### src/sv/srtd_pkg.sv
`default_nettype none

package srtd_pkg;

  // Ring size and converter width.
  localparam int CHANNELS    = 32;
  localparam int SAMPLE_BITS = 12;

  // Fixed widths of the beat fields.
  localparam int CMD_W     = 2;
  localparam int CH_W      = 5;
  localparam int MASK_W    = 32;
  localparam int COUNT_W   = 6;
  localparam int CFG_IDX_W = 1;
  localparam int CH_IDX_W  = $clog2(CHANNELS);

  // Command codes.
  localparam logic [CMD_W-1:0] CMD_SAMPLE = 2'd0;
  localparam logic [CMD_W-1:0] CMD_LOAD   = 2'd1;
  localparam logic [CMD_W-1:0] CMD_CLEAR  = 2'd2;

  // Configuration register indexes.
  localparam logic [CFG_IDX_W-1:0] CFG_CALIBRATE = 1'd0;
  localparam logic [CFG_IDX_W-1:0] CFG_MIN_START = 1'd1;

  localparam logic [SAMPLE_BITS-1:0] MIN_START_RESET = SAMPLE_BITS'(1200);

  typedef struct packed {
    logic [CMD_W-1:0]       cmd;
    logic [CH_W-1:0]        channel;
    logic [SAMPLE_BITS-1:0] sample_value;
    logic                   scan_last;
  } item_t;

  typedef struct packed {
    logic               above;
    logic [MASK_W-1:0]  hit_mask;
    logic [COUNT_W-1:0] hit_count;
    logic               on_line;
    logic               scan_done;
  } result_t;

  typedef struct packed {
    logic                   valid;
    logic [CFG_IDX_W-1:0]   index;
    logic [SAMPLE_BITS-1:0] data;
  } cfg_wr_t;

endpackage

`default_nettype wire

### src/sv/srtd_if.sv
`default_nettype none

// Sample and command channel.
interface srtd_in_if import srtd_pkg::*; ();
  logic                   valid;
  logic                   ready;
  logic [CMD_W-1:0]       cmd;
  logic [CH_W-1:0]        channel;
  logic [SAMPLE_BITS-1:0] sample_value;
  logic                   scan_last;

  modport source (output valid, cmd, channel, sample_value, scan_last, input ready);
  modport sink   (input valid, cmd, channel, sample_value, scan_last, output ready);
endinterface

// Detection result channel.
interface srtd_out_if import srtd_pkg::*; ();
  logic               valid;
  logic               ready;
  logic               above;
  logic [MASK_W-1:0]  hit_mask;
  logic [COUNT_W-1:0] hit_count;
  logic               on_line;
  logic               scan_done;

  modport source (output valid, above, hit_mask, hit_count, on_line, scan_done, input ready);
  modport sink   (input valid, above, hit_mask, hit_count, on_line, scan_done, output ready);
endinterface

// Configuration write channel.
interface srtd_cfg_if import srtd_pkg::*; ();
  logic                   valid;
  logic                   ready;
  logic [CFG_IDX_W-1:0]   index;
  logic [SAMPLE_BITS-1:0] data;

  modport source (output valid, index, data, input ready);
  modport sink   (input valid, index, data, output ready);
endinterface

`default_nettype wire

### src/sv/srtd_datapath.sv
`default_nettype none

module srtd_datapath import srtd_pkg::*; (
  input  logic    clk_i,
  input  logic    rst_ni,
  input  logic    fire_i,
  input  item_t   item_i,
  input  cfg_wr_t cfg_i,
  output result_t res_o
);

  logic                   calibrate_q;
  logic [SAMPLE_BITS-1:0] min_start_q;

  logic [SAMPLE_BITS-1:0] thr_q [CHANNELS];
  logic [SAMPLE_BITS-1:0] min_q [CHANNELS];
  logic [SAMPLE_BITS-1:0] max_q [CHANNELS];
  logic [MASK_W-1:0]      mask_q, mask_d;
  logic [COUNT_W-1:0]     count_q, count_d;

  logic                   valid_ch;
  logic [CH_IDX_W-1:0]    idx;
  logic                   is_sample;
  logic                   above;
  logic                   new_bit;
  logic [MASK_W-1:0]      mask_upd;
  logic [COUNT_W-1:0]     count_upd;
  logic [SAMPLE_BITS-1:0] max_new, min_new, thr_new;
  logic [SAMPLE_BITS:0]   mid_sum;

  // Configuration registers.
  always_ff @(posedge clk_i or negedge rst_ni) begin
    if (!rst_ni) begin
      calibrate_q <= 1'b0;
      min_start_q <= MIN_START_RESET;
    end else if (cfg_i.valid) begin
      case (cfg_i.index)
        CFG_CALIBRATE: calibrate_q <= cfg_i.data[0];
        CFG_MIN_START: min_start_q <= cfg_i.data;
        default: ;
      endcase
    end
  end

  // Compare against the threshold held before any calibration update.
  assign valid_ch  = ({1'b0, item_i.channel} < (CH_W + 1)'(CHANNELS));
  assign idx       = item_i.channel[CH_IDX_W-1:0];
  assign is_sample = (item_i.cmd == CMD_SAMPLE);
  assign above     = is_sample && valid_ch && (item_i.sample_value > thr_q[idx]);
  assign new_bit   = above && !mask_q[item_i.channel];
  assign mask_upd  = mask_q | (MASK_W'(new_bit) << item_i.channel);
  assign count_upd = count_q + COUNT_W'(new_bit);

  // Running extremes and their midpoint.
  assign max_new = (item_i.sample_value > max_q[idx]) ? item_i.sample_value : max_q[idx];
  assign min_new = (item_i.sample_value < min_q[idx]) ? item_i.sample_value : min_q[idx];
  assign mid_sum = {1'b0, max_new} + {1'b0, min_new};
  assign thr_new = mid_sum[SAMPLE_BITS:1];

  // Result of this beat and the scan state that follows it.
  always_comb begin
    res_o   = '0;
    mask_d  = mask_q;
    count_d = count_q;
    if (is_sample) begin
      res_o.above     = above;
      res_o.hit_mask  = mask_upd;
      res_o.hit_count = count_upd;
      res_o.scan_done = item_i.scan_last;
      res_o.on_line   = item_i.scan_last && (count_upd != '0);
      if (item_i.scan_last) begin
        mask_d  = '0;
        count_d = '0;
      end else begin
        mask_d  = mask_upd;
        count_d = count_upd;
      end
    end else begin
      res_o.hit_mask  = mask_q;
      res_o.hit_count = count_q;
    end
  end

  // Scan accumulator.
  always_ff @(posedge clk_i or negedge rst_ni) begin
    if (!rst_ni) begin
      mask_q  <= '0;
      count_q <= '0;
    end else if (fire_i) begin
      mask_q  <= mask_d;
      count_q <= count_d;
    end
  end

  // Per-channel threshold, minimum and maximum stores.
  always_ff @(posedge clk_i or negedge rst_ni) begin
    if (!rst_ni) begin
      for (int i = 0; i < CHANNELS; i++) begin
        thr_q[i] <= '0;
        min_q[i] <= MIN_START_RESET;
        max_q[i] <= '0;
      end
    end else if (fire_i) begin
      case (item_i.cmd)
        CMD_SAMPLE: begin
          if (valid_ch && calibrate_q) begin
            max_q[idx] <= max_new;
            min_q[idx] <= min_new;
            thr_q[idx] <= thr_new;
          end
        end
        CMD_LOAD: begin
          if (valid_ch) begin
            thr_q[idx] <= item_i.sample_value;
          end
        end
        CMD_CLEAR: begin
          for (int i = 0; i < CHANNELS; i++) begin
            min_q[i] <= min_start_q;
            max_q[i] <= '0;
          end
        end
        default: ;
      endcase
    end
  end

endmodule

`default_nettype wire

### src/sv/sensor_ring_threshold_detect_top.sv
// Threshold detector for a ring of light sensor channels, with min/max calibration.
// in_i carries one beat per command: a converter sample for a channel, a direct
// threshold load, or a clear of the calibration extremes. Channels are scanned in
// order and scan_last marks the beat that closes a scan.
// out_o returns exactly one result beat per input beat, in order: the compare
// result, the running hit mask and hit count, and on_line/scan_done on the closing
// sample. cfg_i writes the calibrate mode and the minimum start value; write it
// only while no beat is in flight. cfg_i is always ready.
// An accepted input beat passes through the input register, then the result
// register, to its result beat. One beat is taken every cycle while the
// receiver keeps up; a beat's per-channel compare and min/max/midpoint update
// commit as it leaves the input register, so the next beat sees the updated stores.
// Reset clears thresholds and maxima to zero, minima to 1200, the scan to empty,
// calibrate mode off and the minimum start value to 1200. When the receiver stalls
// the result register holds its beat and the input register takes one more beat,
// after which in_i.ready drops until out_o.ready returns.
`default_nettype none

module sensor_ring_threshold_detect_top import srtd_pkg::*; (
  input  logic        clk_i,
  input  logic        rst_ni,
  srtd_in_if.sink     in_i,
  srtd_out_if.source  out_o,
  srtd_cfg_if.sink    cfg_i
);

  logic    a_valid_q;
  item_t   a_item_q;
  logic    b_valid_q;
  result_t b_res_q;
  result_t res;
  cfg_wr_t cfg_wr;
  logic    b_load;
  logic    a_adv;
  logic    in_fire;

  // Pipeline flow control.
  assign b_load      = !b_valid_q || out_o.ready;
  assign a_adv       = a_valid_q && b_load;
  assign in_i.ready  = !a_valid_q || b_load;
  assign in_fire     = in_i.valid && in_i.ready;
  assign cfg_i.ready = 1'b1;

  assign cfg_wr.valid = cfg_i.valid;
  assign cfg_wr.index = cfg_i.index;
  assign cfg_wr.data  = cfg_i.data;

  // Input register control.
  always_ff @(posedge clk_i or negedge rst_ni) begin
    if (!rst_ni) begin
      a_valid_q <= 1'b0;
    end else if (in_fire) begin
      a_valid_q <= 1'b1;
    end else if (a_adv) begin
      a_valid_q <= 1'b0;
    end
  end

  // Input register payload.
  always_ff @(posedge clk_i) begin
    if (in_fire) begin
      a_item_q.cmd          <= in_i.cmd;
      a_item_q.channel      <= in_i.channel;
      a_item_q.sample_value <= in_i.sample_value;
      a_item_q.scan_last    <= in_i.scan_last;
    end
  end

  srtd_datapath u_datapath (
    .clk_i  (clk_i),
    .rst_ni (rst_ni),
    .fire_i (a_adv),
    .item_i (a_item_q),
    .cfg_i  (cfg_wr),
    .res_o  (res)
  );

  // Result register control.
  always_ff @(posedge clk_i or negedge rst_ni) begin
    if (!rst_ni) begin
      b_valid_q <= 1'b0;
    end else if (b_load) begin
      b_valid_q <= a_valid_q;
    end
  end

  // Result register payload.
  always_ff @(posedge clk_i) begin
    if (a_adv) begin
      b_res_q <= res;
    end
  end

  assign out_o.valid     = b_valid_q;
  assign out_o.above     = b_res_q.above;
  assign out_o.hit_mask  = b_res_q.hit_mask;
  assign out_o.hit_count = b_res_q.hit_count;
  assign out_o.on_line   = b_res_q.on_line;
  assign out_o.scan_done = b_res_q.scan_done;

`ifndef NO_ASSERTIONS
  // The hit count always matches the number of channels set in the mask.
  assert property (@(posedge clk_i) disable iff (!rst_ni)
    out_o.valid |-> out_o.hit_count == COUNT_W'($countones(out_o.hit_mask)))
    else $error("hit count does not match hit mask");

  // On-line is only reported on a scan-closing beat.
  assert property (@(posedge clk_i) disable iff (!rst_ni)
    out_o.valid && out_o.on_line |-> out_o.scan_done)
    else $error("on_line without scan_done");

  // A hit always leaves at least one bit in the mask.
  assert property (@(posedge clk_i) disable iff (!rst_ni)
    out_o.valid && out_o.above |-> out_o.hit_mask != '0)
    else $error("above set with empty hit mask");

  // An accepted beat is held in the input register on the next cycle.
  assert property (@(posedge clk_i) disable iff (!rst_ni)
    in_fire |=> a_valid_q)
    else $error("accepted beat lost from input register");
`endif

endmodule

`default_nettype wire

### src/flat_wrapper.sv
// flat-port wrapper written by rule: the top's interface ports become plain ports
module sensor_ring_threshold_detect_top_flat import srtd_pkg::*;
  (clk_i, rst_ni, in_i_valid, in_i_cmd, in_i_channel, in_i_sample_value, in_i_scan_last, in_i_ready, out_o_valid, out_o_above, out_o_hit_mask, out_o_hit_count, out_o_on_line, out_o_scan_done, out_o_ready, cfg_i_valid, cfg_i_index, cfg_i_data, cfg_i_ready);
  srtd_in_if in_i_i ();
  srtd_out_if out_o_i ();
  srtd_cfg_if cfg_i_i ();
  input  logic clk_i;
  input  logic rst_ni;
  input wire logic [$bits(in_i_i.valid)-1:0] in_i_valid;
  input wire logic [$bits(in_i_i.cmd)-1:0] in_i_cmd;
  input wire logic [$bits(in_i_i.channel)-1:0] in_i_channel;
  input wire logic [$bits(in_i_i.sample_value)-1:0] in_i_sample_value;
  input wire logic [$bits(in_i_i.scan_last)-1:0] in_i_scan_last;
  output wire logic [$bits(in_i_i.ready)-1:0] in_i_ready;
  output wire logic [$bits(out_o_i.valid)-1:0] out_o_valid;
  output wire logic [$bits(out_o_i.above)-1:0] out_o_above;
  output wire logic [$bits(out_o_i.hit_mask)-1:0] out_o_hit_mask;
  output wire logic [$bits(out_o_i.hit_count)-1:0] out_o_hit_count;
  output wire logic [$bits(out_o_i.on_line)-1:0] out_o_on_line;
  output wire logic [$bits(out_o_i.scan_done)-1:0] out_o_scan_done;
  input wire logic [$bits(out_o_i.ready)-1:0] out_o_ready;
  input wire logic [$bits(cfg_i_i.valid)-1:0] cfg_i_valid;
  input wire logic [$bits(cfg_i_i.index)-1:0] cfg_i_index;
  input wire logic [$bits(cfg_i_i.data)-1:0] cfg_i_data;
  output wire logic [$bits(cfg_i_i.ready)-1:0] cfg_i_ready;
  assign in_i_i.valid = in_i_valid;
  assign in_i_i.cmd = in_i_cmd;
  assign in_i_i.channel = in_i_channel;
  assign in_i_i.sample_value = in_i_sample_value;
  assign in_i_i.scan_last = in_i_scan_last;
  assign in_i_ready = in_i_i.ready;
  assign out_o_valid = out_o_i.valid;
  assign out_o_above = out_o_i.above;
  assign out_o_hit_mask = out_o_i.hit_mask;
  assign out_o_hit_count = out_o_i.hit_count;
  assign out_o_on_line = out_o_i.on_line;
  assign out_o_scan_done = out_o_i.scan_done;
  assign out_o_i.ready = out_o_ready;
  assign cfg_i_i.valid = cfg_i_valid;
  assign cfg_i_i.index = cfg_i_index;
  assign cfg_i_i.data = cfg_i_data;
  assign cfg_i_ready = cfg_i_i.ready;
  sensor_ring_threshold_detect_top u_core (.clk_i(clk_i), .rst_ni(rst_ni), .in_i(in_i_i), .out_o(out_o_i), .cfg_i(cfg_i_i));
endmodule
### config.mk
export PLATFORM = sky130hd
export DESIGN_NAME = sensor_ring_threshold_detect_top_flat
export DESIGN_NICKNAME = d
export VERILOG_FILES = /design/src/sv/srtd_pkg.sv /design/src/sv/srtd_if.sv /design/src/sv/srtd_datapath.sv /design/src/sv/sensor_ring_threshold_detect_top.sv /design/src/flat_wrapper.sv
export SDC_FILE = /design/constraint.sdc
export NUM_CORES = 2
export LEC_CHECK = 0
export ABC_AREA = 1
export BUFFER_PORTS_ARGS = -buffer_cell sky130_fd_sc_hd__buf_2
export CAP_MARGIN = 40
export CORE_MARGIN = 5
export CORE_UTILIZATION = 33
export DETAILED_ROUTE_END_ITERATION = 7
export HOLD_SLACK_MARGIN = 0.06
export MAX_ROUTING_LAYER = met4
export PLACE_DENSITY = 0.58
export SLEW_MARGIN = 40
export SYNTH_ARGS = -nofsm -noshare
export SYNTH_HDL_FRONTEND = slang
export SYNTH_HIERARCHICAL = 1
export SYNTH_SLANG_ARGS = --single-unit
### constraint.sdc
create_clock -name clk_i -period 15.2 [get_ports clk_i]
set_clock_uncertainty 0.1 [all_clocks]
set_input_delay 1.52 -clock clk_i [delete_from_list [all_inputs] [get_ports clk_i]]
set_output_delay 1.52 -clock clk_i [all_outputs]
set_load 0.01 [all_outputs]
==> results_dict.tcl <==
set metrics [dict create \
    status "finished, final reports clean" \
    h-tree-depth 4 \
    hpwl_microns 136200 \
    ir_worst_vdd_mv 0.1403 \
    overflow 0 \
    antenna_found_initial 8 \
    route.detailed.drc 0 \
    min_period_ns 9.129 \
    start_util_pct 33.20 \
    synth.net_count 6511 \
    synth-edff-count 61 \
    slew_violations 0 \
    cts_resized 0 \
    drt_iter0_drc 6911 \
    crit_type "reg -> reg" \
    stdcell_area_sq_um 66500 \
    worst_path_most_repeated_cell "o21ai_0" \
    hold_buffers 0 \
    fmax_ghz 0.1095 \
    root_buffer "clkbuf_16" \
    synth_area_per_cell_sq_um 9.102 \
    powerDensity_nw_per_um2 173.2 \
    yosys_warnings 6 \
    final.setup.tns_ns 0 \
    ys_types 59 \
    worst_hold_path.num_cells 2 \
    drive_gt1_share_pct 12.17 \
    cts_buffers 146 \
    postSynthCellCount 6424 \
    post_dp_cell_area_sq_um 61620 \
    hold_viol_final 0 \
    routed_wl_microns 224500 \
    cts.path.max_buffers 3 \
    max_slew.worst_pin.slew_ns 0.8875 \
    synth-main-ff-cell "dfrtp_1" \
    finalSetupViolCount 0 \
    drv_cap 0 \
    cp_max_fo 55 \
    antenna_left 0 \
    vias_per_cell 5.841 \
    core_area_sq_um 176100 \
    r2r_slack_ns 6.07 \
    holdPathEnd "u_core/u_datapath/thr_q[222]" \
    synthArstFlopShare_pct 95.18 \
    post_drt_wl_per_cell_microns 25.66 \
    clock_sinks 1266 \
    yosysSeqAreaShare_pct 54.99 \
    fillers 17650 \
    cellLeakagePower_nw 29.42 \
    min_from "u_core/u_datapath/thr_q[222]" \
    endpoint_kind "register" \
    grt_start_max_net_pins 146 \
    cts_tree "built" \
    slew_headroom_pct 40.84 \
    reg2reg_from "u_core/a_item_q[13]" \
    grt_pass1_vias 49080 \
    io_buffers 80 \
    ys_ff_latch 1266 \
    worst_ep_required_time_ns 15.80 \
    rows 154 \
    die_x_microns 430.9 \
    grt_first_pass_wirelength_microns 331400 \
    vias 51100 \
    place.gp.congestion 0.9716 \
    syn_to_final_growth_pct 13.73 \
    syn_area_sq_um 58470 \
    startpoint_type "register" \
    slowest_delay_ns 0.63 \
    dieArea_sq_um 185700 \
    hold_class "reg -> reg" \
    r2r_end "u_core/u_datapath/thr_q[161]" \
    rsz0062_at_grt "no" \
    final_nets 6365 \
    crit_arrival_ns 9.73 \
    slowest_stage "buf_4" \
    ios 82 \
    die_h_microns 430.9 \
    timing.final.crit_share_pct 60.06 \
    dr.pass1.iters 6 \
    clkTransAtPathRegs_ns 0.06 \
    cts_setup_buffers 0 \
    grt_usage_pct 24.11 \
    clock_latency_ns 0.81 \
    rr_worst_depth 31 \
]
==> power by group <==
group	leakage (nW)	internal, mW	total [mW]	switching [mW]
clock	2.33	2.02	3.49	1.47
sequential	15.5	4.43	4.82	0.392
combinational	11.6	1.03	3.20	2.17
total	29.4	7.48	11.5	4.04
==> flip-flops by register name, indices dropped and copies added, names as in the netlist <==
register / cells
u_core/out_o.hit_count: 6
u_core/out_o.valid: 1
u_core/out_o.on_line: 1
u_core/out_o.hit_mask: 32
u_core/u_datapath/min_q: 384
u_core/u_datapath/min_start_q: 12
u_core/u_datapath/mask_q: 32
u_core/u_datapath/calibrate_q: 1
u_core/u_datapath/max_q: 384
u_core/a_item_q: 20
u_core/out_o.above: 1
u_core/u_datapath/count_q: 6
u_core/out_o.scan_done: 1
u_core/u_datapath/thr_q: 384
u_core/a_valid_q: 1
==> how the worst max path moves through the flow <==
stage                             start                           end  depth (start not counted)
detailed placement  u_core/a_item_q[14]   u_core/u_datapath/thr_q[53]                         24
floorplan           u_core/a_item_q[14]  u_core/u_datapath/thr_q[105]                         32
finish              u_core/a_item_q[13]  u_core/u_datapath/thr_q[161]                         31
global route        u_core/a_item_q[13]  u_core/u_datapath/thr_q[369]                         35
global placement    u_core/a_item_q[14]   u_core/u_datapath/thr_q[65]                         24
CTS                 u_core/a_item_q[14]  u_core/u_datapath/thr_q[161]                         24
==> synth_stat cells (3+ instances only) <==
master     instances  share of area (%)
a211oi_1          34               0.44
nor3_1            14               0.12
a21oi_1          190                1.6
a22oi_1          239                3.1
nand3_1          173                1.5
or2_2              8              0.086
buf_4             43               0.55
o21ai_1           51               0.44
xor2_1             6              0.090
dfstp_2          132                5.9
inv_2             20               0.13
and2_1             5              0.053
buf_1             49               0.31
buf_2            109               0.93
edfxtp_1          61                3.1
clkbuf_1         333                2.1
inv_1            861                5.5
clkinv_1          12              0.077
a21o_1             4              0.051
buf_6              8               0.15
a2111oi_0          5              0.075
nor2_4             6               0.12
o22ai_1          690                7.4
nor3_2             3              0.051
nand3_2            3              0.051
nor2_2             7              0.075
nand2_1          931                6.0
dfrtp_1         1073                 46
nor2_1           376                2.4
ha_1              48                1.0
a31oi_1          165                1.8
o21ai_0          365                3.1
o221ai_1         239                3.6
nand4_1           43               0.46
nand2_2            3              0.032
nor4_1            21               0.22
o31ai_1           56               0.72
mux2_2            11               0.21
a21oi_2            3              0.045
==> worst max-delay path, delay by kind of cell, from the launching register on <==
kind	cells	cell delay, ns
AO/OA/AOI/OAI	10	2.66
adder cells (fa/ha/maj)	2	0.72
buffers and inverters	10	3.43
flip-flops	1	0.52
AND/OR/NAND/NOR	9	1.39
==> layout by cell type (no fill, tap or decap), types with 19 or more instances in the layout <==
cell / count
a31oi_1: 165
buf_2: 79
a22oi_1: 239
o21ai_1: 37
ha_1: 48
a21oi_1: 159
o22ai_1: 690
o221ai_1: 239
nand3_4: 21
nor2_1: 365
nand3_1: 143
a21oi_2: 21
a211oi_1: 34
buf_4: 145
nor4_1: 20
inv_1: 854
clkbuf_16: 151
clkbuf_1: 43
nand2_1: 927
nand4_1: 43
o21ai_0: 359
clkinv_1: 19
dfrtp_1: 1073
dfstp_2: 132
clkbuf_8: 29
edfxtp_1: 61
inv_2: 22
o31ai_1: 56
clkinv_2: 21
==> final cells by class <==
class / count / area, sq um / area share (%)
Clock inverter: 47 / 416.7 / 0.6266
Multi-Input combinational cell: 3722 / 21380 / 32.15
Inverter: 894 / 3374 / 5.075
Antenna cell: 9 / 22.52 / 0.03387
Timing Repair Buffer: 248 / 1913 / 2.877
Sequential cell: 1266 / 32150 / 48.35
Tap cell: 2340 / 2928 / 4.403
Clock buffer: 222 / 4314 / 6.488
==> metrics by stage <==
| stage | util [%] | instances | hold slack, ns | power [mW] | setup slack (ns) |
|---|---|---|---|---|---|
| 2_1_floorplan | - | 6424 | 0.3497 | 6.963 | 9.480 |
| 3_3_place_gp | 34.78 | 8459 | 0.3621 | 7.886 | 5.869 |
| 3_5_place_dp | 34.99 | 8466 | 0.3655 | 7.991 | 5.715 |
| 4_1_cts | 37.67 | 8735 | 0.3807 | 11.50 | 5.695 |
| 5_1_grt | 37.75 | 8743 | 0.3933 | 12.09 | 5.702 |
| 6_report | 37.76 | 8748 | 0.3769 | 11.52 | 6.071 |
==> cells by family after synthesis <==
kind of cell | after synthesis | share of synthesized area (%)
AOI/OAI and AO/OA | 2055 | 22.53
xor gates and xnor gates | 7 | 0.1049
adders and majority gates | 49 | 1.061
buffers and inverters | 1436 | 9.835
DFF | 1266 | 54.99
muxes | 11 | 0.2118
other | 1 | 0.006413
and+or+nand+nor | 1599 | 11.26
==> metal layers <==
| layer | track usage [%] | share of wire, % | vias up |
|---|---|---|---|
| met5 | - | 0 | - |
| met4 | 11.27 | 5.5 | 0 |
| met3 | 6.624 | 11 | 661 |
| met2 | 34.61 | 43 | 2821 |
| met1 | 31.64 | 41 | 25520 |
| li1 | - | - | 22100 |
No activity file was read; power rests on OpenSTA's default activity.
